File: config.mk
export PLATFORM = sky130hd
export DESIGN_NAME = utf16_to_utf8_transcoder_flat
export DESIGN_NICKNAME = d
export VERILOG_FILES = /design/src/design/u16u8_pkg.sv /design/src/design/u16u8_stream_if.sv /design/src/design/utf16_to_utf8_transcoder.sv /design/src/design/u16u8_front.sv /design/src/design/u16u8_queue.sv /design/src/design/u16u8_back.sv /design/src/flat_wrapper.sv
export SDC_FILE = /design/constraint.sdc
export NUM_CORES = 1
export LEC_CHECK = 0
export ABC_AREA = 1
export BUFFER_PORTS_ARGS = -buffer_cell sky130_fd_sc_hd__buf_2
export CORE_ASPECT_RATIO = 0.75
export CORE_MARGIN = 3
export CORE_UTILIZATION = 50
export DETAILED_ROUTE_END_ITERATION = 16
export PLACE_DENSITY = 0.69
export SYNTH_ARGS = -nofsm -noshare
export SYNTH_HDL_FRONTEND = slang
export SYNTH_SLANG_ARGS = --single-unit
File: constraint.sdc
create_clock -name clk -period 5.1 [get_ports clk]
set_input_delay 0.765 -clock clk [delete_from_list [all_inputs] [get_ports clk]]
set_output_delay 0.765 -clock clk [all_outputs]
set_load 0.01 [all_outputs]
File: src/design/u16u8_pkg.sv
// Shared types and the UTF-8 byte encoder for the UTF-16 to UTF-8 transcoder.
// Used by the front end, the job queue and the back end. Depends on nothing.
`default_nettype none

package u16u8_pkg;

  // Code point width: supplementary planes reach 0x10FFFF.
  localparam int CP_W      = 21;
  localparam int MAX_BYTES = 6;
  localparam int CNT_W     = 3;

  // Encoding of one code point: up to four bytes, first byte at index 0.
  typedef struct packed {
    logic [CNT_W-1:0] count;
    logic [3:0][7:0]  bytes;
  } enc_t;

  // Work handed from front to back: all bytes one input unit produces.
  typedef struct packed {
    logic [CNT_W-1:0]           count;
    logic [MAX_BYTES-1:0][7:0]  bytes;
  } job_t;

  // Surrogate classes of a 16-bit code unit.
  localparam logic [5:0] LEAD_TAG  = 6'b110110;
  localparam logic [5:0] TRAIL_TAG = 6'b110111;

  // Plain UTF-8 encoding; code point zero yields no bytes.
  function automatic enc_t encode_cp(input logic [CP_W-1:0] cp);
    enc_t e;
    e = '0;
    if (cp == '0) begin
      e.count = 3'd0;
    end else if (cp < 21'h80) begin
      e.count    = 3'd1;
      e.bytes[0] = {1'b0, cp[6:0]};
    end else if (cp < 21'h800) begin
      e.count    = 3'd2;
      e.bytes[0] = {3'b110, cp[10:6]};
      e.bytes[1] = {2'b10, cp[5:0]};
    end else if (cp < 21'h10000) begin
      e.count    = 3'd3;
      e.bytes[0] = {4'b1110, cp[15:12]};
      e.bytes[1] = {2'b10, cp[11:6]};
      e.bytes[2] = {2'b10, cp[5:0]};
    end else begin
      e.count    = 3'd4;
      e.bytes[0] = {5'b11110, cp[20:18]};
      e.bytes[1] = {2'b10, cp[17:12]};
      e.bytes[2] = {2'b10, cp[11:6]};
      e.bytes[3] = {2'b10, cp[5:0]};
    end
    return e;
  endfunction

endpackage

`default_nettype wire

File: src/design/u16u8_stream_if.sv
// Valid/ready channel interfaces of the transcoder: the code unit input
// channel and the byte output channel. No dependencies.
`default_nettype none

interface u16u8_unit_if;
  logic        valid;
  logic        ready;
  logic [15:0] code_unit;
  logic        last_unit;

  modport source (output valid, output code_unit, output last_unit, input ready);
  modport sink   (input valid, input code_unit, input last_unit, output ready);
endinterface

interface u16u8_byte_if;
  logic       valid;
  logic       ready;
  logic [7:0] out_byte;
  logic       run_last;

  modport source (output valid, output out_byte, output run_last, input ready);
  modport sink   (input valid, input out_byte, input run_last, output ready);
endinterface

`default_nettype wire

File: src/design/utf16_to_utf8_transcoder.sv
// UTF-16 to UTF-8 transcoder top level: front end, job queue, back end.
// Depends on u16u8_pkg, the stream interfaces and the three submodules.
//
// The block accepts one UTF-16 code unit per cycle as long as the job
// queue (QUEUE_DEPTH entries) has room, and sends UTF-8 bytes at one byte
// per cycle while the output is ready. The bytes a unit produces number
// none for a zero unit or a held lead surrogate, one to three for
// a BMP character, four for a surrogate pair, and up to six when a flushed
// lead precedes a new character. The byte serializer in the back end sets
// the sustained rate; the first byte of a unit passes through the queue,
// the job register and the output register. run_last marks the final
// byte of each input unit that produces bytes.
`default_nettype none

module utf16_to_utf8_transcoder
  import u16u8_pkg::*;
#(
  parameter int QUEUE_DEPTH = 2
) (
  input  wire logic    clk,
  input  wire logic    rst,
  u16u8_unit_if.sink   units,
  u16u8_byte_if.source bytes
);

  logic push;
  job_t push_job;
  logic q_full;
  logic q_pop;
  job_t q_job;
  logic q_empty;

  u16u8_front u_front (
    .clk      (clk),
    .rst      (rst),
    .units    (units),
    .q_full   (q_full),
    .push     (push),
    .push_job (push_job)
  );

  u16u8_queue #(
    .DEPTH (QUEUE_DEPTH)
  ) u_queue (
    .clk      (clk),
    .rst      (rst),
    .push     (push),
    .push_job (push_job),
    .full     (q_full),
    .pop      (q_pop),
    .pop_job  (q_job),
    .empty    (q_empty)
  );

  u16u8_back u_back (
    .clk     (clk),
    .rst     (rst),
    .q_empty (q_empty),
    .q_job   (q_job),
    .q_pop   (q_pop),
    .bytes   (bytes)
  );

endmodule

`default_nettype wire

File: src/design/u16u8_front.sv
// Front end: accepts code units, pairs surrogates, and builds the byte job
// for each unit. Depends on u16u8_pkg and u16u8_unit_if.
`default_nettype none

module u16u8_front
  import u16u8_pkg::*;
(
  input  wire logic     clk,
  input  wire logic     rst,
  u16u8_unit_if.sink    units,
  input  wire logic     q_full,
  output logic          push,
  output job_t          push_job
);

  logic       lead_pending;
  logic [9:0] held_lead_bits;

  logic            accept;
  logic            is_lead;
  logic            is_trail;
  logic            pair;
  logic            flush;
  logic            hold;
  logic [CP_W-1:0] cp;
  enc_t            unit_enc;
  enc_t            lead_enc;
  logic [CNT_W-1:0] unit_cnt;

  assign units.ready = !q_full;
  assign accept      = units.valid && units.ready;

  // Classify the unit against what is held.
  assign is_lead  = units.code_unit[15:10] == LEAD_TAG;
  assign is_trail = units.code_unit[15:10] == TRAIL_TAG;
  assign pair     = lead_pending && is_trail;
  assign flush    = lead_pending && !is_trail;
  assign hold     = !pair && is_lead && !units.last_unit;

  // Code point of this unit: a combined pair or the unit itself.
  always_comb begin
    if (pair) begin
      cp = CP_W'(21'h10000 + {1'b0, held_lead_bits, units.code_unit[9:0]});
    end else begin
      cp = CP_W'(units.code_unit);
    end
  end

  assign unit_enc = encode_cp(cp);
  assign lead_enc = encode_cp(CP_W'({LEAD_TAG, held_lead_bits}));
  assign unit_cnt = hold ? 3'd0 : unit_enc.count;

  // Assemble the job: a flushed lead goes first, then the unit's own bytes.
  always_comb begin
    push_job = '0;
    if (flush) begin
      push_job.bytes[0] = lead_enc.bytes[0];
      push_job.bytes[1] = lead_enc.bytes[1];
      push_job.bytes[2] = lead_enc.bytes[2];
      push_job.bytes[3] = unit_enc.bytes[0];
      push_job.bytes[4] = unit_enc.bytes[1];
      push_job.bytes[5] = unit_enc.bytes[2];
      push_job.count    = CNT_W'(3'd3 + unit_cnt);
    end else begin
      push_job.bytes[0] = unit_enc.bytes[0];
      push_job.bytes[1] = unit_enc.bytes[1];
      push_job.bytes[2] = unit_enc.bytes[2];
      push_job.bytes[3] = unit_enc.bytes[3];
      push_job.count    = unit_cnt;
    end
  end

  // Units that produce no bytes never enter the queue.
  assign push = accept && (push_job.count != '0);

  // Surrogate hold state.
  always_ff @(posedge clk) begin
    if (rst) begin
      lead_pending <= 1'b0;
    end else if (accept) begin
      lead_pending <= hold;
    end
  end

  always_ff @(posedge clk) begin
    if (rst) begin
      held_lead_bits <= '0;
    end else if (accept && hold) begin
      held_lead_bits <= units.code_unit[9:0];
    end
  end

endmodule

`default_nettype wire

File: src/design/u16u8_queue.sv
// Short FIFO of byte jobs between front and back end.
// Depends on u16u8_pkg.
`default_nettype none

module u16u8_queue
  import u16u8_pkg::*;
#(
  parameter int DEPTH = 2
) (
  input  wire logic clk,
  input  wire logic rst,
  input  wire logic push,
  input  job_t      push_job,
  output logic      full,
  input  wire logic pop,
  output job_t      pop_job,
  output logic      empty
);

  localparam int PTR_W = (DEPTH > 1) ? $clog2(DEPTH) : 1;
  localparam int FILL_W = $clog2(DEPTH + 1);
  localparam logic [PTR_W-1:0]  LAST_PTR = PTR_W'(DEPTH - 1);
  localparam logic [FILL_W-1:0] FULL_FILL = FILL_W'(DEPTH);

  job_t              entries [DEPTH];
  logic [PTR_W-1:0]  wr_ptr;
  logic [PTR_W-1:0]  rd_ptr;
  logic [FILL_W-1:0] fill;

  assign full    = fill == FULL_FILL;
  assign empty   = fill == '0;
  assign pop_job = entries[rd_ptr];

  // Storage write.
  always_ff @(posedge clk) begin
    if (push) begin
      entries[wr_ptr] <= push_job;
    end
  end

  // Pointers and fill level.
  always_ff @(posedge clk) begin
    if (rst) begin
      wr_ptr <= '0;
      rd_ptr <= '0;
      fill   <= '0;
    end else begin
      if (push) begin
        wr_ptr <= (wr_ptr == LAST_PTR) ? '0 : PTR_W'(wr_ptr + 1'b1);
      end
      if (pop) begin
        rd_ptr <= (rd_ptr == LAST_PTR) ? '0 : PTR_W'(rd_ptr + 1'b1);
      end
      if (push && !pop) begin
        fill <= FILL_W'(fill + 1'b1);
      end else if (pop && !push) begin
        fill <= FILL_W'(fill - 1'b1);
      end
    end
  end

endmodule

`default_nettype wire

File: src/design/u16u8_back.sv
// Back end: takes queued jobs and sends their bytes one per cycle, when
// the output is ready, via an output register. Depends on u16u8_pkg, u16u8_byte_if.
`default_nettype none

module u16u8_back
  import u16u8_pkg::*;
(
  input  wire logic  clk,
  input  wire logic  rst,
  input  wire logic  q_empty,
  input  job_t       q_job,
  output logic       q_pop,
  u16u8_byte_if.source bytes
);

  job_t             job;
  logic             busy;
  logic [CNT_W-1:0] idx;
  logic             out_valid;
  logic [7:0]       out_byte;
  logic             run_last;

  logic load_en;
  logic at_last;
  logic free_next;

  assign bytes.valid    = out_valid;
  assign bytes.out_byte = out_byte;
  assign bytes.run_last = run_last;

  // The output register takes a byte whenever it is empty or being drained.
  assign load_en   = !out_valid || bytes.ready;
  assign at_last   = busy && (idx == CNT_W'(job.count - 1'b1));
  assign free_next = !busy || (load_en && at_last);
  assign q_pop     = free_next && !q_empty;

  // Output register.
  always_ff @(posedge clk) begin
    if (rst) begin
      out_valid <= 1'b0;
    end else if (load_en) begin
      out_valid <= busy;
    end
  end

  always_ff @(posedge clk) begin
    if (load_en && busy) begin
      out_byte <= job.bytes[idx];
      run_last <= at_last;
    end
  end

  // Current job and byte index.
  always_ff @(posedge clk) begin
    if (rst) begin
      busy <= 1'b0;
      idx  <= '0;
    end else if (q_pop) begin
      busy <= 1'b1;
      idx  <= '0;
    end else if (load_en && at_last) begin
      busy <= 1'b0;
    end else if (load_en && busy) begin
      idx <= CNT_W'(idx + 1'b1);
    end
  end

  always_ff @(posedge clk) begin
    if (q_pop) begin
      job <= q_job;
    end
  end

endmodule

`default_nettype wire
File: src/flat_wrapper.sv
// flat-port wrapper written by rule: the top's interface ports become plain ports
module utf16_to_utf8_transcoder_flat import u16u8_pkg::*;
#(
  parameter int QUEUE_DEPTH = 2
)
  (clk, rst, units_valid, units_code_unit, units_last_unit, units_ready, bytes_valid, bytes_out_byte, bytes_run_last, bytes_ready);
  u16u8_unit_if units_i ();
  u16u8_byte_if bytes_i ();
  input  wire logic clk;
  input  wire logic rst;
  input wire logic [$bits(units_i.valid)-1:0] units_valid;
  input wire logic [$bits(units_i.code_unit)-1:0] units_code_unit;
  input wire logic [$bits(units_i.last_unit)-1:0] units_last_unit;
  output wire logic [$bits(units_i.ready)-1:0] units_ready;
  output wire logic [$bits(bytes_i.valid)-1:0] bytes_valid;
  output wire logic [$bits(bytes_i.out_byte)-1:0] bytes_out_byte;
  output wire logic [$bits(bytes_i.run_last)-1:0] bytes_run_last;
  input wire logic [$bits(bytes_i.ready)-1:0] bytes_ready;
  assign units_i.valid = units_valid;
  assign units_i.code_unit = units_code_unit;
  assign units_i.last_unit = units_last_unit;
  assign units_ready = units_i.ready;
  assign bytes_valid = bytes_i.valid;
  assign bytes_out_byte = bytes_i.out_byte;
  assign bytes_run_last = bytes_i.run_last;
  assign bytes_i.ready = bytes_ready;
  utf16_to_utf8_transcoder #(.QUEUE_DEPTH(QUEUE_DEPTH)) u_core (.clk(clk), .rst(rst), .units(units_i), .bytes(bytes_i));
endmodule
==> summary.txt <==
Clock network
  • TritonCTS buffer count: 17
  • PostCTS Resize Cnt: 0
  • CTS Buffer Depth: 2
  • Clock Tree Root: clkbuf_16
  • H-tree lvl count: 4
  • Post-CTS Setup Inserts: 0
  • CTS tree: done
  • Skew-Pair Late Insertion Delay: 0.43 ns
  • Clock sink total: 167
  • CTS clock-pin slew for the worst setup and hold paths: 0.07 ns
  • CTS Hold Bufs: 0

Detailed routing
  • DRT Pass-1 Iters: 5
  • Vias: 5041
  • Final wirelength: 16140 um
  • DR vias/cell: 5.426
  • # DRC: 0
  • DR WL/cell: 17.37 um
  • Detail Route Antenna Nets: 0
  • First-iteration detailed-routing DRC count: 459

Logic synthesis
  • Synthesized cell area: 7239 sq um
  • Adder-Cell Fraction of Synth Area: 0.8642%
  • Sequential fraction of the synthesis area: 66.51%
  • Top cell type by total area after synthesis: edfxtp_1
  • Largest family of logic cells by synthesized area: simple AND/OR/NAND/NOR gates
  • Post-Synth XOR/XNOR Area: 0.3629%
  • Share of flip-flops with an asynchronous set or reset: 0%
  • Cell count after synthesis: 690
  • Post-Synth Simple-Gate Area: 18.18%
  • Synth area leaders: edfxtp_1, nand2_1, dfxtp_1
  • Post-synth cell types: 38
  • Mux share of post-synthesis cell area: 0%
  • Avg Synthesized Cell Area: 10.49 sq um
  • Synthesis-stage register bit count: 167
  • Synth Flop Type: edfxtp_1
  • Yosys Warn Count: 0
  • Post-synth EDFFs: 147
  • Yosys top cell area share: 60.97%
  • Syn_nets: 716
  • Compound-gate portion of the synthesized area: 9.592%

Die
  • # IOs: 32
  • Core area: 13930 sq um
  • DIE WIDTH: 144.9 um
  • Rows: 37
  • Initial Utilization: 51.95%
  • Die height: 110.2 um
  • Die area: 15970 sq um

Critical path
  • CP endpoint: u_core.u_queue.entries[0][27]
  • Crit. Startpoint: u_core.u_front.held_lead_bits[6]
  • FF-to-FF path depth: 15
  • Critical path required time: 5.15 ns
  • Buf+Inv Stages, Crit Path: 3
  • R2r endpoint: u_core.u_queue.entries[0][27]
  • CP arrival: 3.88 ns
  • Slowest cell delay on critical path: 0.49 ns
  • Register-to-Register Setup Slack: 1.27 ns
  • Setup crit start kind: register
  • Worst path top cell family by delay: buffers and inverters
  • Worst path depth: 15
  • Critical Path Fanout Max: 46
  • Critical path cell sequence: ha_1 -> xor2_1 -> o21ai_2 -> nand3_2 -> inv_2 -> nand2_4 -> nand2_4 -> nand2_2 -> ha_1 -> o21ai_0 -> inv_1 -> nand3_2 -> nand2_1 -> nor2_4 -> buf_4
  • CP max-delay cell: buf_4
  • Reg2reg start: u_core.u_front.held_lead_bits[6]
  • Crit path capture type: register
  • CP Class: register to register

Flow run
  • Maxcap violations: 0

Global route
  • Number of global-route vias before repair: 4764
  • Largest net degree at the start of global routing: 49
  • First-pass GRT wire length: 25690 um
  • Initial antenna violation count: 0
  • Remaining global-route overflow: 0
  • GR Util All Layers: 21.28%

Placement
  • Placer Congestion: 0.9659
  • Pre-CTS setup slack: 0.9442 ns
  • I/O Buffers: 31
  • Final HPWL DP: 10940 um
  • Placed insts: 897
  • Placed inst area: 7595 sq um

STA
  • Setup Skew: 0.01272 ns
  • Final Worst Setup Slack: 1.272 ns
  • Worst relative slew slack: 25.68%
  • Fmax: 261.2 MHz
  • Worst-Margin Slew: 1.115 ns
  • Setup TNS: 0 ns
  • RSZ-0062 raised after global routing: false
  • Hold Fails Final Rpt: 0
  • Crit share post-route: 75.06%
  • Final Setup Violations: 0
  • Post-layout minimum cycle time: 3.828 ns
  • Final Max Tran Viols: 0

Final layout
  • Area grow syn2layout: 13.10%
  • Layout cells sized above 1: 13.62%
  • Final Instance Area: 8188 sq um
  • Final cell count without fillers: 929
  • # diodes: 0
  • Nets: 747
  • Leading cell type in the layout, fill and taps excluded: nand2_1
  • Commonest non-fill, non-tap cells in the layout: nand2_1, edfxtp_1, o21ai_0

Power and ir drop
  • Total power: 4.127 mW
  • Pwr Density: 504.0 nW/um^2
  • Leak: 3.297 nW
  • Peak supply drop: 0.4403 mV

Hold path
  • HP Class: register to register

Status
  • Status: finished clean
-- worst reg2reg max path: cells and delay by family, from the launching register on --
kind / cells / cell delay [ns]
AOI/OAI and AO/OA: 2 / 0.48
xor gates and xnor gates: 1 / 0.17
adders and majority gates: 2 / 0.43
and+or+nand+nor: 7 / 0.94
DFF: 1 / 0.38
buffers and inverters: 3 / 1.00
-- Yosys cell counts (2+ instances only) --
cell type  instances
nand2_1          213
edfxtp_1         147
o21ai_0           52
inv_1             51
nor2_1            51
a21oi_1           28
clkbuf_1          20
dfxtp_1           20
o22ai_1           19
nand3_1           11
o21ai_1           11
nand4_1            8
ha_1               5
nand2_2            5
buf_1              4
inv_2              4
nand3_2            4
a22oi_1            3
nand2_4            3
nor2_2             3
nor2_4             3
o221ai_1           3
a211oi_1           2
buf_2              2
nor3_1             2
o211ai_1           2
o21ai_2            2
xor2_1             2
-- metrics by stage --
step | util, % | hold slack (ns)
finish | 58.76 | 0.4962
global placement | 54.50 | 0.4697
global route | 58.76 | 0.5284
CTS | 58.76 | 0.4987
floorplan | - | 0.4521
detailed placement | 54.50 | 0.4885
-- cells by family (layout without fill, tap and decap cells) --
group | Yosys count | after routing
xor gates and xnor gates | 3 | 3
adders and majority gates | 5 | 5
and+or+nand+nor | 308 | 308
AOI/OAI and AO/OA | 124 | 124
buffers and inverters | 83 | 127
DFF | 167 | 167
-- layout make-up --
cell class	instances	area, sq um
Fill cell	1165	5747
Sequential cell	167	4815
Multi-Input combinational cell	440	2107
Clock buffer	18	429.2
Tap cell	195	244.0
Timing Repair Buffer	40	222.7
Inverter	55	206.4
Clock inverter	14	163.9
-- sequential cells by signal, indices dropped and copies added, names as in the netlist --
| name | count |
|---|---|
| u_core.u_front.lead_pending | 1 |
| u_core.u_queue.entries | 92 |
| u_core.u_back.bytes.run_last | 1 |
| u_core.u_front.held_lead_bits | 10 |
| u_core.u_queue.rd_ptr | 1 |
| u_core.u_back.job | 46 |
| u_core.u_back.idx | 3 |
| u_core.u_back.bytes.valid | 1 |
| u_core.u_back.bytes.out_byte | 8 |
| u_core.u_queue.fill | 2 |
| u_core.u_queue.wr_ptr | 1 |
| u_core.u_back.busy | 1 |
-- how the worst min path moves through the flow --
stage / start / endpoint / depth (start not counted)
floorplan: u_core.u_queue.fill[1] / u_core.u_queue.fill[1] / 2
global placement: u_core.u_queue.fill[1] / u_core.u_queue.fill[1] / 2
detailed placement: u_core.u_queue.fill[1] / u_core.u_queue.fill[1] / 2
CTS: u_core.u_queue.fill[1] / u_core.u_queue.fill[1] / 2
global route: u_core.u_queue.fill[1] / u_core.u_queue.fill[1] / 2
finish: u_core.u_queue.fill[1] / u_core.u_queue.fill[1] / 2
-- metal layers --
layer	part of all wire, %	up-vias	track usage, %
met5	0	-	0
met1	48	2391	30.32
met2	43	189	32.03
met3	7.7	29	6.171
met4	1.9	0	6.644
li1	-	2432	-
-- power by group --
group	internal, mW	leakage (nW)	switching, mW	total [mW]
clock	0.735	0.281	0.543	1.28
combinational	0.217	1.47	0.616	0.833
sequential	1.93	1.54	0.0868	2.02
total	2.88	3.30	1.25	4.13
Power figures use the tool's default switching activity.
